File: src/rtl/svpm_pkg.sv
// package for the servo compare mapper: widths, register indexes, payload and control types
// no dependencies; imported by every module under rtl
package svpm_pkg;

    localparam int CHANNELS    = 4;
    localparam int IN_CHANNELS = 4;
    localparam int LANES       = (CHANNELS < IN_CHANNELS) ? CHANNELS : IN_CHANNELS;

    localparam int POS_W  = 12;
    localparam int CMP_W  = 16;
    localparam int PROD_W = POS_W + CMP_W;

    // quotient is below the compare span, so only CMP_W restoring steps are needed
    localparam int DIV_STEPS = CMP_W;
    localparam int CNT_W     = $clog2(DIV_STEPS);

    localparam int CFG_IDX_W  = 3;
    localparam int CFG_DATA_W = 16;

    localparam logic [CFG_IDX_W-1:0] REG_POT_MIN   = 3'd0;
    localparam logic [CFG_IDX_W-1:0] REG_POT_MAX   = 3'd1;
    localparam logic [CFG_IDX_W-1:0] REG_PWM_MIN   = 3'd2;
    localparam logic [CFG_IDX_W-1:0] REG_PWM_MAX   = 3'd3;
    localparam logic [CFG_IDX_W-1:0] REG_THRESHOLD = 3'd4;

    typedef struct packed {
        logic [POS_W-1:0] base_position;
        logic [POS_W-1:0] elbow_position;
        logic [POS_W-1:0] wrist_position;
        logic [POS_W-1:0] gripper_position;
        logic             filter_on;
    } t_in_word;

    typedef struct packed {
        logic [CMP_W-1:0] base_compare;
        logic [CMP_W-1:0] elbow_compare;
        logic [CMP_W-1:0] wrist_compare;
        logic [CMP_W-1:0] gripper_compare;
        logic             base_updated;
        logic             elbow_updated;
        logic             wrist_updated;
        logic             gripper_updated;
    } t_out_word;

    typedef struct packed {
        logic [POS_W-1:0] pot_min;
        logic [POS_W-1:0] pot_max;
        logic [CMP_W-1:0] pwm_min;
        logic [CMP_W-1:0] pwm_max;
        logic [CMP_W-1:0] change_threshold;
    } t_cfg;

    typedef struct packed {
        logic load;
        logic mul;
        logic step;
    } t_lane_ctl;

    typedef enum logic [1:0] {
        S_IDLE,
        S_MUL,
        S_DIV,
        S_DONE
    } t_state;

endpackage

File: src/rtl/svpm_lane.sv
// one mapping lane: range test, span multiply and restoring divider for one channel
// depends on svpm_pkg; sequenced by the top level through t_lane_ctl
module svpm_lane
    import svpm_pkg::*;
(
    input  logic             i_clk,
    input  t_lane_ctl        i_ctl,
    input  t_cfg             i_cfg,
    input  logic [POS_W-1:0] i_pos,
    output logic [CMP_W-1:0] o_next
);

    logic [POS_W-1:0]  r_num;
    logic              r_lo;
    logic              r_hi;
    logic [POS_W-1:0]  r_rem;
    logic [CMP_W-1:0]  r_quo;

    logic [CMP_W-1:0]  w_span;
    logic [POS_W-1:0]  w_den;
    logic [PROD_W-1:0] w_prod;
    logic [POS_W:0]    w_rem_sh;
    logic [POS_W:0]    w_rem_sub;

    always_comb begin
        w_span    = (i_cfg.pwm_max >= i_cfg.pwm_min) ? (i_cfg.pwm_max - i_cfg.pwm_min)
                                                     : '0;
        w_den     = i_cfg.pot_max - i_cfg.pot_min;
        w_prod    = PROD_W'(r_num) * PROD_W'(w_span);
        w_rem_sh  = {r_rem, r_quo[CMP_W-1]};
        w_rem_sub = w_rem_sh - {1'b0, w_den};
    end

    always_ff @(posedge i_clk) begin
        if (i_ctl.load) begin
            r_num <= i_pos - i_cfg.pot_min;
            r_lo  <= (i_pos <= i_cfg.pot_min);
            r_hi  <= (i_pos >= i_cfg.pot_max);
        end
        if (i_ctl.mul) begin
            r_rem <= w_prod[PROD_W-1:CMP_W];
            r_quo <= w_prod[CMP_W-1:0];
        end else if (i_ctl.step) begin
            if (w_rem_sh >= {1'b0, w_den}) begin
                r_rem <= w_rem_sub[POS_W-1:0];
                r_quo <= {r_quo[CMP_W-2:0], 1'b1};
            end else begin
                r_rem <= w_rem_sh[POS_W-1:0];
                r_quo <= {r_quo[CMP_W-2:0], 1'b0};
            end
        end
    end

    always_comb begin
        priority if (r_lo) begin
            o_next = i_cfg.pwm_min;
        end else if (r_hi) begin
            o_next = i_cfg.pwm_max;
        end else begin
            o_next = i_cfg.pwm_min + r_quo;
        end
    end

endmodule

File: src/rtl/svpm_merge.sv
// merging stage: deadband test of every lane against its held compare value
// depends on svpm_pkg
module svpm_merge
    import svpm_pkg::*;
(
    input  logic [CMP_W-1:0] i_next [LANES],
    input  logic [CMP_W-1:0] i_held [LANES],
    input  logic [CMP_W-1:0] i_threshold,
    input  logic             i_filter,
    output logic [CMP_W-1:0] o_compare [LANES],
    output logic             o_updated [LANES]
);

    logic [CMP_W-1:0] w_diff [LANES];

    always_comb begin
        for (int i = 0; i < LANES; i++) begin
            w_diff[i]    = (i_next[i] >= i_held[i]) ? (i_next[i] - i_held[i])
                                                    : (i_held[i] - i_next[i]);
            o_updated[i] = !i_filter || (w_diff[i] > i_threshold);
            o_compare[i] = o_updated[i] ? i_next[i] : i_held[i];
        end
    end

endmodule

File: src/rtl/servo_pwm_map_deadband.sv
// top level of the servo compare mapper: config registers, sequencer, lanes and result register
// depends on svpm_pkg, svpm_lane and svpm_merge
//
// Maps four joint positions onto servo compare values, one lane per channel working side by
// side, and holds the last value written for each channel. An input word is taken only while
// the sequencer is idle; the range test is registered as the word is taken, and the result
// register is filled after the span multiply, the restoring divide that every lane runs in
// step, and the deadband merge. A new word can be taken the cycle after that write, so no
// word is taken before the last one is through. The result register frees the
// input side, so the next word can be taken while a finished result waits to be collected;
// the merge waits only if the previous result is still uncollected. Configuration registers
// are written through a plain write port and must only change while the block is idle.
module servo_pwm_map_deadband
    import svpm_pkg::*;
(
    input  logic                  i_clk,
    input  logic                  i_rst_n,
    input  logic                  i_cfg_we,
    input  logic [CFG_IDX_W-1:0]  i_cfg_index,
    input  logic [CFG_DATA_W-1:0] i_cfg_data,
    input  logic                  i_in_valid,
    output logic                  o_in_ready,
    input  t_in_word              i_in_data,
    output logic                  o_out_valid,
    input  logic                  i_out_ready,
    output t_out_word             o_out_data
);

    // configuration registers
    t_cfg r_cfg;

    always_ff @(posedge i_clk) begin
        if (!i_rst_n) begin
            r_cfg.pot_min          <= POS_W'(0);
            r_cfg.pot_max          <= POS_W'(4095);
            r_cfg.pwm_min          <= CMP_W'(1000);
            r_cfg.pwm_max          <= CMP_W'(5000);
            r_cfg.change_threshold <= CMP_W'(10);
        end else if (i_cfg_we) begin
            unique case (i_cfg_index)
                REG_POT_MIN:   r_cfg.pot_min          <= i_cfg_data[POS_W-1:0];
                REG_POT_MAX:   r_cfg.pot_max          <= i_cfg_data[POS_W-1:0];
                REG_PWM_MIN:   r_cfg.pwm_min          <= i_cfg_data[CMP_W-1:0];
                REG_PWM_MAX:   r_cfg.pwm_max          <= i_cfg_data[CMP_W-1:0];
                REG_THRESHOLD: r_cfg.change_threshold <= i_cfg_data[CMP_W-1:0];
                default: ; // unknown index, write dropped
            endcase
        end
    end

    // sequencer
    t_state           r_state;
    t_state           n_state;
    logic [CNT_W-1:0] r_cnt;
    logic             r_filter;
    t_lane_ctl        w_ctl;
    logic             w_in_acc;
    logic             w_write;

    assign w_in_acc   = i_in_valid && o_in_ready;

    always_comb begin
        n_state    = r_state;
        o_in_ready = 1'b0;
        w_ctl      = '0;
        w_write    = 1'b0;
        unique case (r_state)
            S_IDLE: begin
                o_in_ready = 1'b1;
                w_ctl.load = 1'b1;
                if (i_in_valid) begin
                    n_state = S_MUL;
                end
            end
            S_MUL: begin
                w_ctl.mul = 1'b1;
                n_state   = S_DIV;
            end
            S_DIV: begin
                w_ctl.step = 1'b1;
                if (r_cnt == CNT_W'(DIV_STEPS - 1)) begin
                    n_state = S_DONE;
                end
            end
            S_DONE: begin
                // result register must be free or emptying this cycle
                if (!o_out_valid || i_out_ready) begin
                    w_write = 1'b1;
                    n_state = S_IDLE;
                end
            end
            default: n_state = S_IDLE;
        endcase
    end

    always_ff @(posedge i_clk) begin
        if (!i_rst_n) begin
            r_state <= S_IDLE;
            r_cnt   <= '0;
        end else begin
            r_state <= n_state;
            if (r_state == S_DIV) begin
                r_cnt <= r_cnt + CNT_W'(1);
            end else begin
                r_cnt <= '0;
            end
        end
    end

    always_ff @(posedge i_clk) begin
        if (w_in_acc) begin
            r_filter <= i_in_data.filter_on;
        end
    end

    // lanes, one per channel with an input
    logic [POS_W-1:0] w_pos  [IN_CHANNELS];
    logic [CMP_W-1:0] w_next [LANES];

    assign w_pos[0] = i_in_data.base_position;
    assign w_pos[1] = i_in_data.elbow_position;
    assign w_pos[2] = i_in_data.wrist_position;
    assign w_pos[3] = i_in_data.gripper_position;

    for (genvar g = 0; g < LANES; g++) begin : g_lane
        svpm_lane u_lane (
            .i_clk  (i_clk),
            .i_ctl  (w_ctl),
            .i_cfg  (r_cfg),
            .i_pos  (w_pos[g]),
            .o_next (w_next[g])
        );
    end

    // held compare values and deadband merge
    logic [CMP_W-1:0] r_last    [LANES];
    logic [CMP_W-1:0] w_compare [LANES];
    logic             w_updated [LANES];

    svpm_merge u_merge (
        .i_next      (w_next),
        .i_held      (r_last),
        .i_threshold (r_cfg.change_threshold),
        .i_filter    (r_filter),
        .o_compare   (w_compare),
        .o_updated   (w_updated)
    );

    always_ff @(posedge i_clk) begin
        if (!i_rst_n) begin
            for (int i = 0; i < LANES; i++) begin
                r_last[i] <= '0;
            end
        end else if (w_write) begin
            for (int i = 0; i < LANES; i++) begin
                r_last[i] <= w_compare[i];
            end
        end
    end

    // result word: channels without a lane read as zero
    logic [CMP_W-1:0] w_cmp_all [IN_CHANNELS];
    logic             w_upd_all [IN_CHANNELS];
    t_out_word        w_out;

    always_comb begin
        for (int i = 0; i < IN_CHANNELS; i++) begin
            w_cmp_all[i] = '0;
            w_upd_all[i] = 1'b0;
        end
        for (int i = 0; i < LANES; i++) begin
            w_cmp_all[i] = w_compare[i];
            w_upd_all[i] = w_updated[i];
        end
        w_out.base_compare    = w_cmp_all[0];
        w_out.elbow_compare   = w_cmp_all[1];
        w_out.wrist_compare   = w_cmp_all[2];
        w_out.gripper_compare = w_cmp_all[3];
        w_out.base_updated    = w_upd_all[0];
        w_out.elbow_updated   = w_upd_all[1];
        w_out.wrist_updated   = w_upd_all[2];
        w_out.gripper_updated = w_upd_all[3];
    end

    // result register
    logic r_out_valid;

    always_ff @(posedge i_clk) begin
        if (!i_rst_n) begin
            r_out_valid <= 1'b0;
        end else if (w_write) begin
            r_out_valid <= 1'b1;
        end else if (i_out_ready) begin
            r_out_valid <= 1'b0;
        end
    end

    always_ff @(posedge i_clk) begin
        if (w_write) begin
            o_out_data <= w_out;
        end
    end

    assign o_out_valid = r_out_valid;

    // checks
    a_accept_starts: assert property (@(posedge i_clk) disable iff (!i_rst_n)
        w_in_acc |=> (r_state == S_MUL))
        else $error("accepted word did not start the multiply");

    a_divide_length: assert property (@(posedge i_clk) disable iff (!i_rst_n)
        (r_state == S_DIV && r_cnt == CNT_W'(DIV_STEPS - 1)) |=> (r_state == S_DONE))
        else $error("divide did not finish after the last step");

    a_write_shows: assert property (@(posedge i_clk) disable iff (!i_rst_n)
        w_write |=> o_out_valid)
        else $error("merged result not presented");

    a_unfiltered_all: assert property (@(posedge i_clk) disable iff (!i_rst_n)
        (w_write && !r_filter) |=> ($countones({o_out_data.base_updated,
            o_out_data.elbow_updated, o_out_data.wrist_updated,
            o_out_data.gripper_updated}) == LANES))
        else $error("unfiltered word left a channel unchanged");

endmodule
File: config.mk
export PLATFORM = sky130hd
export DESIGN_NAME = servo_pwm_map_deadband
export DESIGN_NICKNAME = d
export VERILOG_FILES = /design/src/rtl/svpm_pkg.sv /design/src/rtl/svpm_lane.sv /design/src/rtl/svpm_merge.sv /design/src/rtl/servo_pwm_map_deadband.sv
export SDC_FILE = /design/constraint.sdc
export NUM_CORES = 2
export LEC_CHECK = 0
export BUFFER_PORTS_ARGS = -buffer_cell sky130_fd_sc_hd__buf_2
export CORE_AREA = 2 2 324 326
export CTS_BUF_LIST = sky130_fd_sc_hd__clkbuf_8
export DETAILED_ROUTE_END_ITERATION = 16
export DIE_AREA = 0 0 326 328
export PLACE_DENSITY = 0.79
export SLEW_MARGIN = 10
export SYNTH_ARGS = -nofsm -noshare
export SYNTH_HDL_FRONTEND = slang
export SYNTH_HIERARCHICAL = 1
export SYNTH_SLANG_ARGS = --single-unit
export TNS_END_PERCENT = 50
File: constraint.sdc
create_clock -name i_clk -period 16.1 [get_ports i_clk]
set_input_delay 2.415 -clock i_clk [delete_from_list [all_inputs] [get_ports i_clk]]
set_output_delay 2.415 -clock i_clk [all_outputs]
set_load 0.02 [all_outputs]
# --- Word level (Yosys, flattened, before mapping) ---
# Index checks and enable logic that the tools add are counted.
word_totals:
  ff_bits: 380
  word_cells: 171
  output_inout_bits: 70
op_classes:
  n_eq_ne: 11
  n_mux: 52
  n_mul: 4
  n_reduce_logical: 19
  addsub: 23
  order_cmp: 21
ops:
  columns: ["op", "n"]
  rows:
  - ["$mux W16", 25]
  - ["$mux W12", 12]
  - ["$sub A16 B16 Y16", 9]
  - ["$mul A12 B16 Y28", 4]
  - ["$sub A12 B12 Y12", 9]
  - ["$ge A16 B16 Y1", 5]
  - ["$add A16 B16 Y16", 4]
  - ["$gt A16 B16 Y1", 4]
  - ["$ge A13 B12 Y1", 4]
  - ["$ge A12 B12 Y1", 4]
  - ["$le A12 B12 Y1", 4]
  - ["$reduce_and A2 Y1", 6]
  - ["$mux W1", 11]
  - ["$pmux W2 S4", 1]
  - ["$eq A3 B2 Y1 const B", 2]
  - ["$mux W2", 3]
  - ["$ne A2 B2 Y1 const B", 3]
  - ["$logic_or A1 B1 Y1", 5]
  - ["$add A4 B1 Y4 const B", 1]
  - ["$eq A2 B2 Y1 const B", 2]
  - ["$eq A4 B4 Y1 const B", 1]
  - ["$reduce_bool A2 Y1", 2]
  - ["$eq A3 B1 Y1 const B", 1]
  - ["$eq A3 B3 Y1 const B", 1]
  - ["other kinds (6)", 7]

# --- Longest topological paths before layout ---
depth:
  ltp_word: 8
  depth_mapped: 36
  mapped_depth_nobuf: 33

# --- Cells and area by module ---
# The synthesis kept the hierarchy.
modules_own_cells:
  columns: ["module", "area_each_um2", "cells_per_inst", "n_inst"]
  rows:
  - ["svpm_lane (g_lane[0].u_lane ...)", 11680.0, 1368, 2]
  - ["svpm_lane (g_lane[3].u_lane)", 11479.8, 1356, 1]
  - ["svpm_lane (g_lane[2].u_lane)", 11377.2, 1355, 1]
  - ["svpm_merge", 8130.3, 1084, 1]
  - ["servo_pwm_map_deadband", 7410.9, 724, 1]

# --- Worst setup path after synthesis ---
# OpenSTA, ideal clock, no wires.
synth_path:
  kind: "reg-to-reg"
  from: "reg r_cfg[32] in the netlist's numbering"
  to: "reg g_lane[2].u_lane.r_rem[8] (data pin)"
  setup_ns: 0.270
  n_path_buf: 2
  t_arrival_ns: 7.218
  t_required_ns: 15.830
  setup_slack_ns: 8.612
  path_stages_with_launch: 34
  path_cell_list: "dfxtp_1 -> ha_1 -> inv_1 -> fa_1 -> a21o_1 -> a21o_1 -> a41oi_1 -> o21ai_0 -> a21o_1 -> a21oi_1 -> o31a_2 -> buf_2 -> nor2_1 -> buf_2 -> and2_1 -> fa_1 -> inv_1 -> fa_1 -> inv_1 -> fa_1 -> fa_1 -> inv_1 -> fa_1 -> inv_1 -> ha_1 -> nand2_1 -> or3b_2 -> nand4_1 -> a41o_1 -> a21o_1 -> a21oi_1 -> o21ai_0 -> xnor2_1 -> a21oi_1"
synth_via:
  elab_chain_cells: 4
synth_rtl:
  columns: ["item", "line", "text"]
  rows:
  - ["start: declaration", "servo_pwm_map_deadband.sv:30", "t_cfg r_cfg;"]
  - ["$sub A16 B16 Y16 or $ge A16 B16 Y1 (tied branches)", "svpm_lane.sv:26", "w_span = (i_cfg.pwm_max >= i_cfg.pwm_min) ? (i_cfg.pwm_max - i_cfg.pwm_min)"]
  - ["$mux W16 (*)", "svpm_lane.sv:26", null]
  - ["$mul A12 B16 Y28 (*)", "svpm_lane.sv:29", "w_prod = PROD_W'(r_num) * PROD_W'(w_span);"]
  - ["$mux W12 (*)", "svpm_lane.sv:40", "if (i_ctl.mul) begin"]
  - ["end signal: assignment", "svpm_lane.sv:41", "r_rem <= w_prod[PROD_W-1:CMP_W];"]
  - ["end signal: assignment", "svpm_lane.sv:45", "r_rem <= w_rem_sub[POS_W-1:0];"]
  - ["end signal: assignment", "svpm_lane.sv:48", "r_rem <= w_rem_sh[POS_W-1:0];"]
  - ["end: declaration", "svpm_lane.sv:16", "logic [POS_W-1:0] r_rem;"]
# Every way passes the cells marked *; elsewhere a longest branch is shown, timed or not.
# A chain may end at the register's enable or synchronous reset.

# --- Worst setup path in the final report ---
layout_path:
  from: "reg r_cfg[38] in the netlist's numbering"
  to: "reg g_lane[3].u_lane.r_rem[9] (data pin)"
layout_via:
  elab_chain_cells: 4
layout_rtl:
  columns: ["item", "line"]
  rows:
  - ["$sub A16 B16 Y16 or $ge A16 B16 Y1 (tied branches)", "svpm_lane.sv:26"]
  - ["$mux W16 (*)", "svpm_lane.sv:26"]
  - ["$mul A12 B16 Y28 (*)", "svpm_lane.sv:29"]
  - ["$mux W12 (*)", "svpm_lane.sv:40"]
  - ["end signal: assignment", "svpm_lane.sv:41"]
  - ["end signal: assignment", "svpm_lane.sv:45"]
  - ["end signal: assignment", "svpm_lane.sv:48"]
  - ["end: declaration", "svpm_lane.sv:16"]
# Marked as above.

==> impl_metrics.json <==
{
  "final_nets": 8661,
  "io-pin-count": 143,
  "die_y_um": 328,
  "clk_pin_slew_ps": 60,
  "relSlewSlack_pct": 16.4,
  "yosysSeqAreaShare_pct": 16.2,
  "path_class": "register to register",
  "dp_hpwl_um": 147000,
  "die_w_um": 326,
  "synth_cell_type_count": 109,
  "required_ps": 16530,
  "cp_common_cell": "fa_1",
  "syn_area_per_cell_sq_um": 8.51,
  "cpLargestDelayFamily": "adder cells",
  "drtAntennaViolNets": 0,
  "holdBufCountCts": 0,
  "cp-end-kind": "register",
  "fin_skew_ps": 38.5,
  "cts_resized": 0,
  "area_growth_pct": 5.27,
  "fmax_mhz": 110,
  "row_count": 118,
  "clock_latency_ps": 720,
  "cts.sinks": 380,
  "setup_slack_ps": 6990,
  "drtPass1Iterations": 8,
  "drtIter0Drc": 5118,
  "dominantRegCellSynth": "edfxtp_1",
  "grt_pass1_vias": 52100,
  "vias_per_cell": 6.12,
  "track_usage_pct": 34.4,
  "antenna_found_initial": 30,
  "finalSetupViolations": 0,
  "arrival_ps": 9540,
  "worstHoldPathType": "register to register",
  "fin_crit_ps": 9110,
  "route.vias.total": 53200,
  "outcome": "finished, final reports clean",
  "cts_tree": "built",
  "multiInputGateArea_sq_um": 46000,
  "max_stage_delay_ps": 990,
  "slew_viol_final": 0,
  "synth-warning-count": 6,
  "gp_congestion": 0.990,
  "design.core.area_sq_um": 103000,
  "wl_met2_um": 82100,
  "worst_slew_pin_slew_ps": 1250,
  "dp_slack_ps": 7260,
  "grt_max_degree": 100,
  "layout-drive-gt1-share_pct": 6.82,
  "cp-start-kind": "register",
  "synth_edf_count": 237,
  "synth_nets": 8686,
  "fill_cells": 8770,
  "period_share_pct": 56.6,
  "io_buffers": 142,
  "start_util_pct": 59.8,
  "clk_path_buf_depth": 3,
  "seq_area_sq_um": 9980,
  "cts_made_buffers": 73,
  "crit_fanout": 99,
  "rsz0062_at_grt": "false",
  "root_buffer": "clkbuf_8",
  "tns_ps": 0,
  "remaining_drc_errors": 0,
  "cts_max_level": 3,
  "critPathSlowestCell": "o41ai_1",
  "cap_violations": 0,
  "async_flop_share_pct": 0,
  "wl_met3_um": 19600,
  "worst-path-buf-inv": 5,
  "topRoutingLayerUsed": "met5",
  "ys_seq_elements": 380,
  "hold_violations": 0,
  "routed_wl_um": 186000,
  "netlist_area_sq_um": 61800,
  "grt_pass1_wl_um": 288000,
  "postCtsSetupBuffers": 0,
  "met1_length_um": 72400,
  "syn_inst": 7255,
  "routedWlPerCell_um": 21.4,
  "grt-ovfl-total": 0,
  "dieArea_sq_um": 107000
}
==> through the flow <==
stage	hold WS (ps)	instance area, sq um	instances	utilization (%)
2_1_floorplan	418	61800	7255	-
3_3_place_gp	434	63300	8535	61.3
3_5_place_dp	447	63300	8535	61.3
4_1_cts	456	65000	8666	63.0
5_1_grt	479	65000	8670	63.0
6_report	456	65000	8682	63.0
==> final cells by class <==
| class | count | share of cell area [%] |
|---|---|---|
| inverter | 1166 | 6.73 |
| tap | 1380 | 2.66 |
| sequential | 380 | 15.4 |
| timing repair buffer | 211 | 1.89 |
| clock inverter | 50 | 0.868 |
| multi-input combinational | 5398 | 70.7 |
| clock buffer | 81 | 1.71 |
| antenna | 16 | 0.0616 |
==> worst reg2reg max path: stages (launching register included) <==
cell,delay [ps]
dfxtp_1,790
inv_1,150
ha_1,420
nand4_1,110
a21oi_1,200
o311ai_1,150
a21oi_1,170
o221a_2,220
buf_4,600
nor2b_1,790
nand2_1,160
fa_1,480
fa_1,490
inv_1,50
fa_1,450
fa_1,500
inv_1,50
fa_1,480
inv_1,40
ha_1,400
nand3_1,130
o41ai_1,990
o21ai_0,340
o31ai_1,380
xor2_1,110
nand2_1,80
o21ai_0,80
==> metal layers <==
metal | global-route usage, % | up-vias
met5 | 0 | -
li1 | - | 24300
met3 | 8.01 | 582
met1 | 44.2 | 25700
met2 | 53.6 | 2551
met4 | 19.1 | 18
==> state kept, by name, indices dropped and copies added, names as in the netlist <==
signal,cells
g_lane.u_lane/r_hi,4
g_lane.u_lane/r_lo,4
g_lane.u_lane/r_num,48
g_lane.u_lane/r_quo,64
g_lane.u_lane/r_rem,48
o_out_data,68
o_out_valid,1
r_cfg,72
r_cnt,4
r_filter,1
r_last,64
r_state,2
==> cell usage after synthesis, types with 20 or more instances <==
cell type / number / area share [%]
ha_1: 770 / 16
o21ai_0: 269 / 2.2
nor3_1: 74 / 0.60
a21boi_0: 21 / 0.26
nand2b_1: 48 / 0.49
inv_1: 1163 / 7.1
buf_2: 73 / 0.59
nand4_1: 56 / 0.57
xnor2_1: 208 / 2.9
xor2_1: 135 / 1.9
mux2_2: 75 / 1.4
and3_1: 188 / 1.9
a31oi_1: 57 / 0.58
a211o_1: 20 / 0.28
nor2b_1: 90 / 0.91
or3_1: 26 / 0.26
mux2i_1: 143 / 2.3
and2_1: 134 / 1.4
edfxtp_1: 237 / 12
dfxtp_1: 143 / 4.6
a21oi_1: 484 / 3.9
nand2_1: 844 / 5.1
clkbuf_1: 190 / 1.2
nor2_1: 251 / 1.5
buf_6: 23 / 0.42
a21o_1: 184 / 2.2
nand3_1: 193 / 1.6
fa_1: 588 / 19
o21bai_1: 42 / 0.51
a211oi_1: 59 / 0.72
o21a_1: 54 / 0.66
==> logic make-up after synthesis <==
kind of cell               synth area share (%)
AOI/OAI and AO/OA                          15.2
and+or+nand+nor                            15.9
buffers and inverters                      9.48
muxes                                      3.75
adders and majority gates                  34.7
xor gates and xnor gates                   4.86
DFF                                        16.2
==> final timing paths <==
| path | from | end | slack (ps) | cells after the start |
|---|---|---|---|---|
| worst max-delay path | r_cfg[38] | g_lane[3].u_lane/r_rem[9] | 6990 | 26 |
| worst min register to register | r_cfg[5] | r_cfg[5] | 460 | 2 |
| worst max register to register | r_cfg[38] | g_lane[3].u_lane/r_rem[9] | 6990 | 26 |
| worst min-delay path | r_cfg[5] | r_cfg[5] | 460 | 2 |
==> layout by cell type, fill, tap and decap left out, types with 54 or more instances in the layout <==
master / count
inv_1: 1176
nand2_1: 844
ha_1: 767
fa_1: 588
a21oi_1: 484
o21ai_0: 269
nor2_1: 250
edfxtp_1: 237
xnor2_1: 208
nand3_1: 193
and3_1: 188
a21o_1: 184
mux2i_1: 143
dfxtp_1: 143
buf_2: 142
xor2_1: 135
and2_1: 134
nor2b_1: 89
clkbuf_8: 81
mux2_2: 75
nor3_1: 74
buf_4: 69
a211oi_1: 59
a31oi_1: 57
nand4_1: 56
o21a_1: 54
Power is not shown: default switching activity piles up to over one toggle a cycle in this logic, so the estimate is an artifact.
